## src/h2rgb_pkg.sv

```systemverilog
// Shared constants for the HSL to RGB converter pipeline.
// Standalone package with no dependencies.
package h2rgb_pkg;

  localparam int unsigned SEXT_W = 3;
  localparam int unsigned BYTE_W = 8;

  // Hue sextant codes; sextant six folds into sextant zero.
  localparam logic [SEXT_W-1:0] SEXT_0 = 3'd0;
  localparam logic [SEXT_W-1:0] SEXT_1 = 3'd1;
  localparam logic [SEXT_W-1:0] SEXT_2 = 3'd2;
  localparam logic [SEXT_W-1:0] SEXT_3 = 3'd3;
  localparam logic [SEXT_W-1:0] SEXT_4 = 3'd4;
  localparam logic [SEXT_W-1:0] SEXT_5 = 3'd5;
  localparam logic [SEXT_W-1:0] SEXT_6 = 3'd6;

  localparam logic [BYTE_W-1:0] BYTE_MAX = 8'd255;
  localparam logic [BYTE_W-1:0] BYTE_MIN = 8'd0;

endpackage

```

## src/hsl_to_rgb_converter_core.sv

```systemverilog
// Top level of the HSL to RGB converter: five-stage pipeline with valid/stall control.
// Depends on h2rgb_pkg, h2rgb_prep, h2rgb_span, h2rgb_blend and h2rgb_quant.
//
// Usage:
// The input channel carries hue, saturation and lightness as unsigned fractions with
// FRAC_BITS fraction bits; values above 1.0 are clamped. A transaction completes on a
// rising edge where in_valid_i is high and in_stall_o is low. The output channel carries
// one red, green and blue byte per input transaction and completes where out_valid_o is
// high and out_stall_i is low.
// An accepted transaction passes through the prep, span, blend and quant registers in
// that order before out_valid_o rises. Throughput is one transaction per cycle while the
// receiver does not stall: each of the five register stages advances whenever it is empty
// or the stage after it advances, so bubbles are squeezed out while the receiver stalls.
// in_stall_o rises only once all five stages hold data and the receiver stalls.
// Reset clears all stage valid bits, so the block accepts input as soon as reset is released.
// There are no configuration registers and no state between transactions.
module hsl_to_rgb_converter_core import h2rgb_pkg::*; #(
  parameter int unsigned FRAC_BITS = 16
) (
  input  logic                 clk_i,
  input  logic                 rst_ni,
  input  logic                 in_valid_i,
  output logic                 in_stall_o,
  input  logic [FRAC_BITS:0]   hue_i,
  input  logic [FRAC_BITS:0]   saturation_i,
  input  logic [FRAC_BITS:0]   lightness_i,
  output logic                 out_valid_o,
  input  logic                 out_stall_i,
  output logic [BYTE_W-1:0]    red_out_o,
  output logic [BYTE_W-1:0]    green_out_o,
  output logic [BYTE_W-1:0]    blue_out_o
);

  localparam int unsigned NumStages = 5;

  logic [NumStages-1:0] valid_q, valid_d, adv;

  logic [FRAC_BITS:0]   p_light, p_sat, p_ls;
  logic [SEXT_W-1:0]    p_sext;
  logic [FRAC_BITS-1:0] p_fract;

  logic [FRAC_BITS:0]   s_light;
  logic [FRAC_BITS+1:0] s_v, s_m, s_diff;
  logic                 s_gray;
  logic [SEXT_W-1:0]    s_sext;
  logic [FRAC_BITS-1:0] s_fract;

  logic [FRAC_BITS+1:0] b_red, b_green, b_blue;

  // A stage advances when it is empty or its successor advances.
  always_comb begin
    adv[NumStages-1] = !valid_q[NumStages-1] || !out_stall_i;
    for (int k = NumStages - 2; k >= 0; k--) begin
      adv[k] = !valid_q[k] || adv[k+1];
    end
    valid_d[0] = in_valid_i;
    for (int k = 1; k < NumStages; k++) begin
      valid_d[k] = valid_q[k-1];
    end
  end

  always_ff @(posedge clk_i or negedge rst_ni) begin
    if (!rst_ni) begin
      valid_q <= '0;
    end else begin
      for (int k = 0; k < NumStages; k++) begin
        if (adv[k]) begin
          valid_q[k] <= valid_d[k];
        end
      end
    end
  end

  assign in_stall_o  = !adv[0];
  assign out_valid_o = valid_q[NumStages-1];

  h2rgb_prep #(.FRAC_BITS(FRAC_BITS)) u_prep (
    .clk_i        (clk_i),
    .en_i         (adv[0]),
    .hue_i        (hue_i),
    .saturation_i (saturation_i),
    .lightness_i  (lightness_i),
    .light_o      (p_light),
    .sat_o        (p_sat),
    .ls_o         (p_ls),
    .sext_o       (p_sext),
    .fract_o      (p_fract)
  );

  h2rgb_span #(.FRAC_BITS(FRAC_BITS)) u_span (
    .clk_i   (clk_i),
    .en_i    (adv[1]),
    .light_i (p_light),
    .sat_i   (p_sat),
    .ls_i    (p_ls),
    .sext_i  (p_sext),
    .fract_i (p_fract),
    .light_o (s_light),
    .v_o     (s_v),
    .m_o     (s_m),
    .diff_o  (s_diff),
    .gray_o  (s_gray),
    .sext_o  (s_sext),
    .fract_o (s_fract)
  );

  h2rgb_blend #(.FRAC_BITS(FRAC_BITS)) u_blend (
    .clk_i   (clk_i),
    .en_i    (adv[3:2]),
    .light_i (s_light),
    .v_i     (s_v),
    .m_i     (s_m),
    .diff_i  (s_diff),
    .gray_i  (s_gray),
    .sext_i  (s_sext),
    .fract_i (s_fract),
    .red_o   (b_red),
    .green_o (b_green),
    .blue_o  (b_blue)
  );

  h2rgb_quant #(.FRAC_BITS(FRAC_BITS)) u_quant (
    .clk_i   (clk_i),
    .en_i    (adv[4]),
    .red_i   (b_red),
    .green_i (b_green),
    .blue_i  (b_blue),
    .red_o   (red_out_o),
    .green_o (green_out_o),
    .blue_o  (blue_out_o)
  );

  // An accepted transaction always lands in the first stage.
  a_accept_fills: assert property (@(posedge clk_i) disable iff (!rst_ni)
    (in_valid_i && !in_stall_o) |=> valid_q[0])
    else $error("accepted transaction missing from first stage");

  // Backpressure reaches the input only when every stage is occupied.
  a_stall_full: assert property (@(posedge clk_i) disable iff (!rst_ni)
    in_stall_o |-> (&valid_q && out_stall_i))
    else $error("input stalled while pipeline has a bubble");

  // The stage before the output stage hands valid data on whenever the output stage advances.
  a_handoff: assert property (@(posedge clk_i) disable iff (!rst_ni)
    (valid_q[NumStages-2] && adv[NumStages-1]) |=> valid_q[NumStages-1])
    else $error("transaction lost before output stage");

endmodule

```

## src/h2rgb_prep.sv

```systemverilog
// First pipeline stage: input clamping, lightness times saturation, hue sextant split.
// Depends on h2rgb_pkg.
module h2rgb_prep import h2rgb_pkg::*; #(
  parameter int unsigned FRAC_BITS = 16
) (
  input  logic                 clk_i,
  input  logic                 en_i,
  input  logic [FRAC_BITS:0]   hue_i,
  input  logic [FRAC_BITS:0]   saturation_i,
  input  logic [FRAC_BITS:0]   lightness_i,
  output logic [FRAC_BITS:0]   light_o,
  output logic [FRAC_BITS:0]   sat_o,
  output logic [FRAC_BITS:0]   ls_o,
  output logic [SEXT_W-1:0]    sext_o,
  output logic [FRAC_BITS-1:0] fract_o
);

  localparam logic [FRAC_BITS:0] ONE = {1'b1, {FRAC_BITS{1'b0}}};

  logic [FRAC_BITS:0]     hue_c, sat_c, light_c, hue_inv;
  logic [2*FRAC_BITS+1:0] ls_prod;
  logic [FRAC_BITS+2:0]   hp;

  logic [FRAC_BITS:0]     light_q, sat_q, ls_q;
  logic [SEXT_W-1:0]      sext_q;
  logic [FRAC_BITS-1:0]   fract_q;

  always_comb begin
    hue_c   = (hue_i > ONE) ? ONE : hue_i;
    sat_c   = (saturation_i > ONE) ? ONE : saturation_i;
    light_c = (lightness_i > ONE) ? ONE : lightness_i;
    ls_prod = light_c * sat_c;
    hue_inv = ONE - hue_c;
    // Times six as a sum of two shifts.
    hp      = {hue_inv, 2'b00} + {1'b0, hue_inv, 1'b0};
  end

  always_ff @(posedge clk_i) begin
    if (en_i) begin
      light_q <= light_c;
      sat_q   <= sat_c;
      ls_q    <= ls_prod[2*FRAC_BITS:FRAC_BITS];
      sext_q  <= hp[FRAC_BITS+2:FRAC_BITS];
      fract_q <= hp[FRAC_BITS-1:0];
    end
  end

  assign light_o = light_q;
  assign sat_o   = sat_q;
  assign ls_o    = ls_q;
  assign sext_o  = sext_q;
  assign fract_o = fract_q;

endmodule

```

## src/h2rgb_span.sv

```systemverilog
// Second pipeline stage: computes v, m and their difference from lightness and saturation.
// Depends on h2rgb_pkg.
module h2rgb_span import h2rgb_pkg::*; #(
  parameter int unsigned FRAC_BITS = 16
) (
  input  logic                 clk_i,
  input  logic                 en_i,
  input  logic [FRAC_BITS:0]   light_i,
  input  logic [FRAC_BITS:0]   sat_i,
  input  logic [FRAC_BITS:0]   ls_i,
  input  logic [SEXT_W-1:0]    sext_i,
  input  logic [FRAC_BITS-1:0] fract_i,
  output logic [FRAC_BITS:0]   light_o,
  output logic [FRAC_BITS+1:0] v_o,
  output logic [FRAC_BITS+1:0] m_o,
  output logic [FRAC_BITS+1:0] diff_o,
  output logic                 gray_o,
  output logic [SEXT_W-1:0]    sext_o,
  output logic [FRAC_BITS-1:0] fract_o
);

  localparam logic [FRAC_BITS:0] HALF = {2'b01, {(FRAC_BITS-1){1'b0}}};

  logic [FRAC_BITS+1:0] v_d, m_d, diff_d;
  logic [FRAC_BITS+2:0] m_raw, diff_raw;

  logic [FRAC_BITS:0]   light_q;
  logic [FRAC_BITS+1:0] v_q, m_q, diff_q;
  logic                 gray_q;
  logic [SEXT_W-1:0]    sext_q;
  logic [FRAC_BITS-1:0] fract_q;

  always_comb begin
    // For the lower half, L*(1+S) splits exactly into L plus the truncated L*S.
    if (light_i <= HALF) begin
      v_d = {1'b0, light_i} + {1'b0, ls_i};
    end else begin
      v_d = {1'b0, light_i} + {1'b0, sat_i} - {1'b0, ls_i};
    end
    m_raw    = {1'b0, light_i, 1'b0} - {1'b0, v_d};
    m_d      = m_raw[FRAC_BITS+2] ? '0 : m_raw[FRAC_BITS+1:0];
    diff_raw = {1'b0, v_d} - {1'b0, m_d};
    diff_d   = diff_raw[FRAC_BITS+2] ? '0 : diff_raw[FRAC_BITS+1:0];
  end

  always_ff @(posedge clk_i) begin
    if (en_i) begin
      light_q <= light_i;
      v_q     <= v_d;
      m_q     <= m_d;
      diff_q  <= diff_d;
      gray_q  <= (v_d == '0);
      sext_q  <= sext_i;
      fract_q <= fract_i;
    end
  end

  assign light_o = light_q;
  assign v_o     = v_q;
  assign m_o     = m_q;
  assign diff_o  = diff_q;
  assign gray_o  = gray_q;
  assign sext_o  = sext_q;
  assign fract_o = fract_q;

endmodule

```

## src/h2rgb_blend.sv

```systemverilog
// Third and fourth pipeline stages: hue fraction product, then per-sextant channel select.
// Depends on h2rgb_pkg.
module h2rgb_blend import h2rgb_pkg::*; #(
  parameter int unsigned FRAC_BITS = 16
) (
  input  logic                 clk_i,
  input  logic [1:0]           en_i,
  input  logic [FRAC_BITS:0]   light_i,
  input  logic [FRAC_BITS+1:0] v_i,
  input  logic [FRAC_BITS+1:0] m_i,
  input  logic [FRAC_BITS+1:0] diff_i,
  input  logic                 gray_i,
  input  logic [SEXT_W-1:0]    sext_i,
  input  logic [FRAC_BITS-1:0] fract_i,
  output logic [FRAC_BITS+1:0] red_o,
  output logic [FRAC_BITS+1:0] green_o,
  output logic [FRAC_BITS+1:0] blue_o
);

  logic [2*FRAC_BITS+1:0] vsf_prod;

  logic [FRAC_BITS:0]     light_q;
  logic [FRAC_BITS+1:0]   v_q, m_q, vsf_q;
  logic                   gray_q;
  logic [SEXT_W-1:0]      sext_q;

  logic [FRAC_BITS+1:0]   mid1, mid2, red_d, green_d, blue_d, gray_val;
  logic [FRAC_BITS+1:0]   red_q, green_q, blue_q;

  assign vsf_prod = diff_i * fract_i;

  always_ff @(posedge clk_i) begin
    if (en_i[0]) begin
      light_q <= light_i;
      v_q     <= v_i;
      m_q     <= m_i;
      vsf_q   <= vsf_prod[2*FRAC_BITS+1:FRAC_BITS];
      gray_q  <= gray_i;
      sext_q  <= sext_i;
    end
  end

  always_comb begin
    mid1     = m_q + vsf_q;
    mid2     = v_q - vsf_q;
    gray_val = {1'b0, light_q};
    case (sext_q)
      SEXT_1: begin
        red_d = mid2; green_d = v_q;  blue_d = m_q;
      end
      SEXT_2: begin
        red_d = m_q;  green_d = v_q;  blue_d = mid1;
      end
      SEXT_3: begin
        red_d = m_q;  green_d = mid2; blue_d = v_q;
      end
      SEXT_4: begin
        red_d = mid1; green_d = m_q;  blue_d = v_q;
      end
      SEXT_5: begin
        red_d = v_q;  green_d = m_q;  blue_d = mid2;
      end
      default: begin
        red_d = v_q;  green_d = mid1; blue_d = m_q;
      end
    endcase
    if (gray_q) begin
      red_d   = gray_val;
      green_d = gray_val;
      blue_d  = gray_val;
    end
  end

  always_ff @(posedge clk_i) begin
    if (en_i[1]) begin
      red_q   <= red_d;
      green_q <= green_d;
      blue_q  <= blue_d;
    end
  end

  assign red_o   = red_q;
  assign green_o = green_q;
  assign blue_o  = blue_q;

endmodule

```

## src/h2rgb_quant.sv

```systemverilog
// Last pipeline stage: scales each channel fraction to a clamped byte.
// Depends on h2rgb_pkg.
module h2rgb_quant import h2rgb_pkg::*; #(
  parameter int unsigned FRAC_BITS = 16
) (
  input  logic                 clk_i,
  input  logic                 en_i,
  input  logic [FRAC_BITS+1:0] red_i,
  input  logic [FRAC_BITS+1:0] green_i,
  input  logic [FRAC_BITS+1:0] blue_i,
  output logic [BYTE_W-1:0]    red_o,
  output logic [BYTE_W-1:0]    green_o,
  output logic [BYTE_W-1:0]    blue_o
);

  function automatic logic [BYTE_W-1:0] to_byte(input logic [FRAC_BITS+1:0] x);
    logic [FRAC_BITS-1:0]        xl;
    logic [FRAC_BITS+BYTE_W-1:0] scaled;
    xl     = x[FRAC_BITS-1:0];
    // Times 255 as a shift and a subtract.
    scaled = {xl, {BYTE_W{1'b0}}} - {{BYTE_W{1'b0}}, xl};
    if (x[FRAC_BITS+1:FRAC_BITS] != 2'b00) begin
      to_byte = BYTE_MAX;
    end else if (x == '0) begin
      to_byte = BYTE_MIN;
    end else begin
      to_byte = scaled[FRAC_BITS+BYTE_W-1:FRAC_BITS];
    end
  endfunction

  logic [BYTE_W-1:0] red_q, green_q, blue_q;

  always_ff @(posedge clk_i) begin
    if (en_i) begin
      red_q   <= to_byte(red_i);
      green_q <= to_byte(green_i);
      blue_q  <= to_byte(blue_i);
    end
  end

  assign red_o   = red_q;
  assign green_o = green_q;
  assign blue_o  = blue_q;

endmodule
```

## config.mk

```make
export PLATFORM = sky130hd
export DESIGN_NAME = hsl_to_rgb_converter_core
export DESIGN_NICKNAME = d
export VERILOG_FILES = /design/src/h2rgb_pkg.sv /design/src/hsl_to_rgb_converter_core.sv /design/src/h2rgb_prep.sv /design/src/h2rgb_span.sv /design/src/h2rgb_blend.sv /design/src/h2rgb_quant.sv
export SDC_FILE = /design/constraint.sdc
export NUM_CORES = 2
export LEC_CHECK = 0
export BUFFER_PORTS_ARGS = -buffer_cell sky130_fd_sc_hd__buf_2
export CAP_MARGIN = 20
export CORE_UTILIZATION = 30
export DETAILED_ROUTE_END_ITERATION = 16
export GPL_TIMING_DRIVEN = 0
export PLACE_DENSITY = 0.43
export REMOVE_ABC_BUFFERS = 1
export SKIP_LAST_GASP = 1
export SLEW_MARGIN = 10
export SYNTH_ARGS = -nofsm -noshare
export SYNTH_HDL_FRONTEND = slang
export SYNTH_SLANG_ARGS = --single-unit
export TNS_END_PERCENT = 1
```

## constraint.sdc

```tcl
create_clock -name clk_i -period 7.4 [get_ports clk_i]
set_input_delay 1.11 -clock clk_i [delete_from_list [all_inputs] [get_ports clk_i]]
set_output_delay 1.11 -clock clk_i [all_outputs]
set_load 0.01 [all_outputs]
```

Word level (Yosys, flattened, before mapping)

Index checks and enable logic that the tools add are counted.

Add/sub/neg operators: 12
$mul: 2
Order comparisons: 4
Equal/unequal tests: 5
Mux-type cells: 14
Reduce and logical (&&, ||, !) cells: 23

Operator list:

| kind                   | number |
|---|---|
| $pmux 18 s3            | 3 |
| $mux 17                | 6 |
| $logic_not 18->1       | 4 |
| $sub 24x16->24         | 3 |
| $gt 17x17->1 const B   | 3 |
| $sub 18x18->19         | 2 |
| $add 17x17->18         | 2 |
| $mux 18                | 2 |
| $mul 18x16->34         | 1 |
| $mul 17x17->33         | 1 |
| $mux 8                 | 3 |
| $add 19x18->19         | 1 |
| $add 18x18->18         | 1 |
| $sub 18x17->18         | 1 |
| $sub 18x18->18         | 1 |
| $le 17x16->1 const B   | 1 |
| $sub 17x17->17 const A | 1 |
| $reduce_or 2->1        | 4 |
| $logic_not 1->1        | 7 |
| $eq 3x2->1 const B     | 2 |
| $eq 3x3->1 const B     | 2 |
| $reduce_bool 2->1      | 3 |
| $logic_or 1x1->1       | 5 |
| $eq 3x1->1 const B     | 1 |

Flip-flop bits (word level): 319
Bits of input ports: 55
Output and inout port bits: 26
Word-level logic and storage cells: 92

Logic depth before layout (Yosys ltp)

Depth in word-level cells: 7
Depth in mapped cells: 34
Depth with buffers taken out: 32

Cells and area by module

Synthesis repeated with hierarchy kept, for this count alone.

Cells, all modules: 4155
Area, all modules: 38967.4 µm²

By module, submodules not included:

| module                    | times used | cells an instance | area an instance (µm²) | seq. area each (µm²) |
|---|---|---|---|---|
| h2rgb_blend               | 1          | 1744              | 16597.2                | 3873.7 |
| h2rgb_prep                | 1          | 1403              | 12537.0                | 2072.0 |
| h2rgb_span                | 1          | 754               | 7484.7                 | 2732.6 |
| h2rgb_quant               | 1          | 236               | 2138.3                 | 720.7 |
| hsl_to_rgb_converter_core | 1          | 18                | 210.2                  | 125.1 |

Least setup slack after synthesis

No wires, ideal clock.

Path type: input to register
Start: input port lightness_i[0]
End: register u_prep.ls_q[13] (netlist: u_prep.ls_o[13]), data pin
Setup time: 0.259 ns
Arrival time: 7.582 ns
Setup slack: -0.441 ns
Stages: 26
Path buffers: 2
Path through: nor4_1 -> nand4_1 -> nand2_1 -> clkbuf_1 -> nand2_1 -> inv_1 -> clkbuf_1 -> nand2_1 -> fa_1 -> fa_1 -> inv_1 -> fa_1 -> fa_1 -> fa_1 -> inv_1 -> fa_1 -> inv_1 -> ha_1 -> a2111o_1 -> o21ai_0 -> o21ai_0 -> a211oi_1 -> nor3_1 -> or2_2 -> and2_1 -> o31a_1

Word-level cells in the longest chain between the ends: 3

Ends and longest elaborated chain:

| item                         | line                            | text |
|---|---|---|
| from (decl)                  | hsl_to_rgb_converter_core.sv:26 | `input logic [FRAC_BITS:0] lightness_i,` |
| $gt 17x17->1                 | h2rgb_prep.sv:31                | `light_c = (lightness_i > ONE) ? ONE : lightness_i;` |
| $mux 17                      | h2rgb_prep.sv:31                |  |
| named net u_prep.light_c[12] | h2rgb_prep.sv:20                | `logic [FRAC_BITS:0] hue_c, sat_c, light_c, hue_inv;` |
| $mul 17x17->33               | h2rgb_prep.sv:32                | `ls_prod = light_c * sat_c;` |
| named net u_prep.ls_prod[29] | h2rgb_prep.sv:21                | `logic [2*FRAC_BITS+1:0] ls_prod;` |
| to (signal assigned)         | h2rgb_prep.sv:42                | `ls_q <= ls_prod[2*FRAC_BITS:FRAC_BITS];` |
| to (decl)                    | h2rgb_prep.sv:24                | `logic [FRAC_BITS:0] light_q, sat_q, ls_q;` |

The timed path passes the listed nets, and every way through them passes these cells.
A chain may end at the register's enable or synchronous reset.

Worst setup path in the final report

Start: input port lightness_i[13]
End: register u_prep.ls_q[15] (netlist: u_prep.ls_o[15]), data pin

Word-level cells in the longest chain between the ends: 3

Ends and longest elaborated chain:

| item                         | line |
|---|---|
| $gt 17x17->1                 | h2rgb_prep.sv:31 |
| $mux 17 *                    | h2rgb_prep.sv:31 |
| $mul 17x17->33 *             | h2rgb_prep.sv:32 |
| named net u_prep.ls_prod[31] | h2rgb_prep.sv:21 |

The timed path passes the listed nets; every way through them passes the cells marked *.

==> summary.log <==
[global_route] all-layer global routing usage 16.9%
[logic_synthesis] post-synthesis async set-or-reset flop share 1.58%
[logic_synthesis] EDFF count, synth 312
[sta] Worst-Margin Slew 1.13 ns
[critical_path] CP Launch Type input pin
[placement] total half-perimeter wirelength after legalization and detailed placement 80100 um
[global_route] global-route wire length before repair 165000 um
[final_layout] commonest cells after routing, fill and taps aside 632 x sky130_fd_sc_hd__inv_1, 538 x sky130_fd_sc_hd__nand2_1, 443 x sky130_fd_sc_hd__fa_1
[run] max cap viols 0
[sta] final period utilization 98.8%
[detailed_routing] Pre-antenna DRT Iters 5
[clocking] deepest level of the CTS H-tree 2
[clocking] clock tree from TritonCTS done
[detailed_routing] DR WL/cell 18.1 um
[floorplan] horizontal extent of the die 353 um
[sta] hold slack final 0.338 ns
[critical_path] class of the most critical setup path in2reg
[logic_synthesis] library cells used by synthesis 82
[logic_synthesis] number of synthesis warnings 0
[final_layout] share of cells above drive strength 1 11.9%
[detailed_routing] antenna violation net count after detailed routing 0
[critical_path] cell count of the worst reg-to-reg path 20
[logic_synthesis] Mapped Avg Cell Area 9.40 um2
[logic_synthesis] most frequently used flop master after synthesis sky130_fd_sc_hd__edfxtp_1
[final_layout] leading cell type in the layout, fill and taps excluded sky130_fd_sc_hd__inv_1
[clocking] number of clock buffers inserted by TritonCTS 38
[global_route] number of global-route vias before repair 29.0k
[sta] achievable clock frequency 137 MHz
[logic_synthesis] Syn Inst Count 3931
[final_layout] total inserted antenna cells 0
[global_route] global-route congestion overflow total 0
[clocking] sinks on the clock net 317
[critical_path] critical path's most frequent cell sky130_fd_sc_hd__fa_1
[placement] number of buffer cells added on primary ports 80
[critical_path] maximum fanout encountered on the critical timing path 7
[detailed_routing] via count 27.5k
[floorplan] die extent in y 353 um
[sta] final setup fails 0
[floorplan] effective utilization at floorplan 30.3%
[clocking] root cell of the clock tree sky130_fd_sc_hd__clkbuf_16
[critical_path] Critical R2R Capture u_blend.vsf_q[11]
[detailed_routing] number of DRC violations after detailed-routing iteration 0 1411
[sta] RSZ-0062 raised after global routing yes
[sta] final hold violation count 0
[sta] Setup Skew 0.0317 ns
[critical_path] reg2reg setup slack 0.32 ns
[clocking] CTS hold repair buffers 0
[floorplan] Top Ports 81
[critical_path] data required time of the worst path 7.71 ns
[sta] Worst slew margin 23.6%
[min_path] HP Class in2async
[sta] time the final worst path needs with I/O delays and setup 7.31 ns
[floorplan] floorplan die area 125000 um2
[critical_path] critical-path cell with the highest stage delay sky130_fd_sc_hd__fa_1
[clocking] clock buffer depth 3
[sta] fin. max-slew vios 0
[critical_path] data arrival time of the critical path 7.62 ns
[critical_path] sum of buffers and inverters on the critical path 7
[clocking] clock latency on the worst-skew pair 0.58 ns
[final_layout] fin nets 4962
[clocking] Clk pin slew, worst setup/hold paths 0.06 ns
[floorplan] placeable core area 122000 um2
[global_route] number of antenna violations at the first check in global routing 3
[floorplan] row count 128
[global_route] maximum number of pins on one net before global-route repair 60
[detailed_routing] detailed-route wire length 104000 um
[detailed_routing] Avg Vias per Cell 4.77
[final_layout] Syn-to-layout area delta 15.7%
[critical_path] delay contributed by the slowest stage of the critical path 0.57 ns
[placement] routability congestion estimate 0.839
[critical_path] Critical Path Sink Type flip-flop
[logic_synthesis] area of the mapped netlist 37000 um2
[detailed_routing] residual DRC count 0
[critical_path] start of the worst register-to-register path u_span.fract_o[13]
[logic_synthesis] part of the Yosys area used for sequential elements 25.7%
[logic_synthesis] flop and latch count out of synthesis 317
[run_status] status finished clean
[critical_path] gate family responsible for the most delay along the worst path adder cells
[synthesized netlist by cell type (8+ instances only)]
master,count,area [um2]
sky130_fd_sc_hd__inv_1,658,2470
sky130_fd_sc_hd__nand2_1,574,2150
sky130_fd_sc_hd__fa_1,450,9010
sky130_fd_sc_hd__ha_1,354,4430
sky130_fd_sc_hd__edfxtp_1,312,9370
sky130_fd_sc_hd__nor2_1,302,1130
sky130_fd_sc_hd__o21ai_0,150,751
sky130_fd_sc_hd__a21oi_1,126,631
sky130_fd_sc_hd__clkbuf_1,114,428
sky130_fd_sc_hd__and2_1,113,707
sky130_fd_sc_hd__xnor2_1,103,902
sky130_fd_sc_hd__nor3_1,62,310
sky130_fd_sc_hd__nand3_1,48,240
sky130_fd_sc_hd__a21o_1,45,338
sky130_fd_sc_hd__xor2_1,40,350
sky130_fd_sc_hd__a211oi_1,39,293
sky130_fd_sc_hd__and3_1,29,181
sky130_fd_sc_hd__o211ai_1,28,210
sky130_fd_sc_hd__mux2i_1,25,250
sky130_fd_sc_hd__nor2b_1,24,150
sky130_fd_sc_hd__nor4_1,23,144
sky130_fd_sc_hd__o21a_1,22,165
sky130_fd_sc_hd__nand2b_1,20,125
sky130_fd_sc_hd__o21bai_1,17,128
sky130_fd_sc_hd__or3_1,17,106
sky130_fd_sc_hd__a31oi_1,15,93.8
sky130_fd_sc_hd__nand4_1,14,87.6
sky130_fd_sc_hd__or2_2,14,87.6
sky130_fd_sc_hd__buf_1,13,48.8
sky130_fd_sc_hd__a221oi_1,12,105
sky130_fd_sc_hd__o31ai_1,12,90.1
sky130_fd_sc_hd__o22ai_1,11,68.8
sky130_fd_sc_hd__clkinv_1,9,33.8
sky130_fd_sc_hd__o221ai_1,8,70.1
[layer usage]
| layer | GRT usage [%] | up-vias | share of wire (%) |
|---|---|---|---|
| li1 | - | 13300 | - |
| met1 | 22.4 | 13600 | 46 |
| met2 | 29.5 | 420 | 49 |
| met3 | 1.24 | 113 | 2.6 |
| met4 | 4.52 | 0 | 2.5 |
| met5 | 0 | - | 0 |
[flip-flops by register name, indices dropped and copies added, names as in the netlist, 5 cells and up]
| register | cells |
|---|---|
| u_blend.v_q | 18 |
| u_span.light_o | 17 |
| u_blend.light_q | 17 |
| u_blend.vsf_q | 18 |
| u_prep.ls_o | 17 |
| u_span.v_o | 18 |
| u_blend.m_q | 18 |
| u_quant.green_o | 8 |
| u_prep.light_o | 17 |
| u_blend.green_o | 18 |
| u_quant.red_o | 8 |
| valid_q | 5 |
| u_span.diff_o | 18 |
| u_prep.fract_o | 15 |
| u_prep.sat_o | 17 |
| u_span.m_o | 18 |
| u_quant.blue_o | 8 |
| u_blend.red_o | 18 |
| u_span.fract_o | 15 |
| u_blend.blue_o | 18 |
[worst register-to-register path: cells and delay by family, from the launching register on]
kind	cells	cell delay [ns]
buffers and inverters	3	0.15
and+or+nand+nor	3	0.83
DFF	1	1.00
AOI/OAI and AO/OA	6	1.55
xor gates and xnor gates	1	0.12
adders and majority gates	7	3.19
[through the flow]
stage / TNS, ns / instance area [um2] / util [%] / worst slack [ns] / instances
5_1_grt: -0.947 / 42800 / 35.0 / -0.120 / 5754
3_5_place_dp: -52.07 / 39300 / 32.2 / -2.23 / 5531
3_3_place_gp: -60.64 / 38900 / 31.9 / -2.22 / 5507
6_report: 0 / 42800 / 35.0 / 0.0914 / 5754
2_1_floorplan: -1.16 / 36500 / - / -0.338 / 3802
4_1_cts: -0.309 / 41800 / 34.3 / -0.0747 / 5704
[logic make-up after synthesis]
family | share of synthesized area [%]
simple gates | 15.2
compound gates | 10.3
buf+inv | 8.09
fa+ha+maj | 36.4
xor+xnor | 3.39
mux | 0.928
other cells | 0.0101
flops | 25.7
[cell type report]
cell class,count,area [um2]
clock buffer,42,987
fill,12700,79300
timing repair buffer,254,2210
multi-input combinational,2824,25200
clock inverter,24,196
tap,1625,2030
timing repair inverter,1,5.00
inverter,667,2600
sequential,317,9490
[worst max-delay path by stage]
| stage | cells past startpoint | to | startpoint |
|---|---|---|---|
| floorplan | 24 | u_prep.ls_o[13] | saturation_i[6] |
| global placement | 25 | u_prep.ls_o[13] | lightness_i[3] |
| detailed placement | 25 | u_prep.ls_o[13] | lightness_i[1] |
| CTS | 28 | u_prep.ls_o[13] | lightness_i[11] |
| global route | 30 | u_prep.ls_o[15] | saturation_i[8] |
| finish | 27 | u_prep.ls_o[15] | lightness_i[13] |
[timing repair]
action | in CTS | in global routing
cloned | 7 | 0
pin swaps | 10 | 37
endpoints found under the setup margin | 37 | 32
resized for setup | 104 | 103
setup buffers | 100 | 49
Power is not shown: default switching activity piles up to over one toggle a cycle in this logic, so the estimate is an artifact.
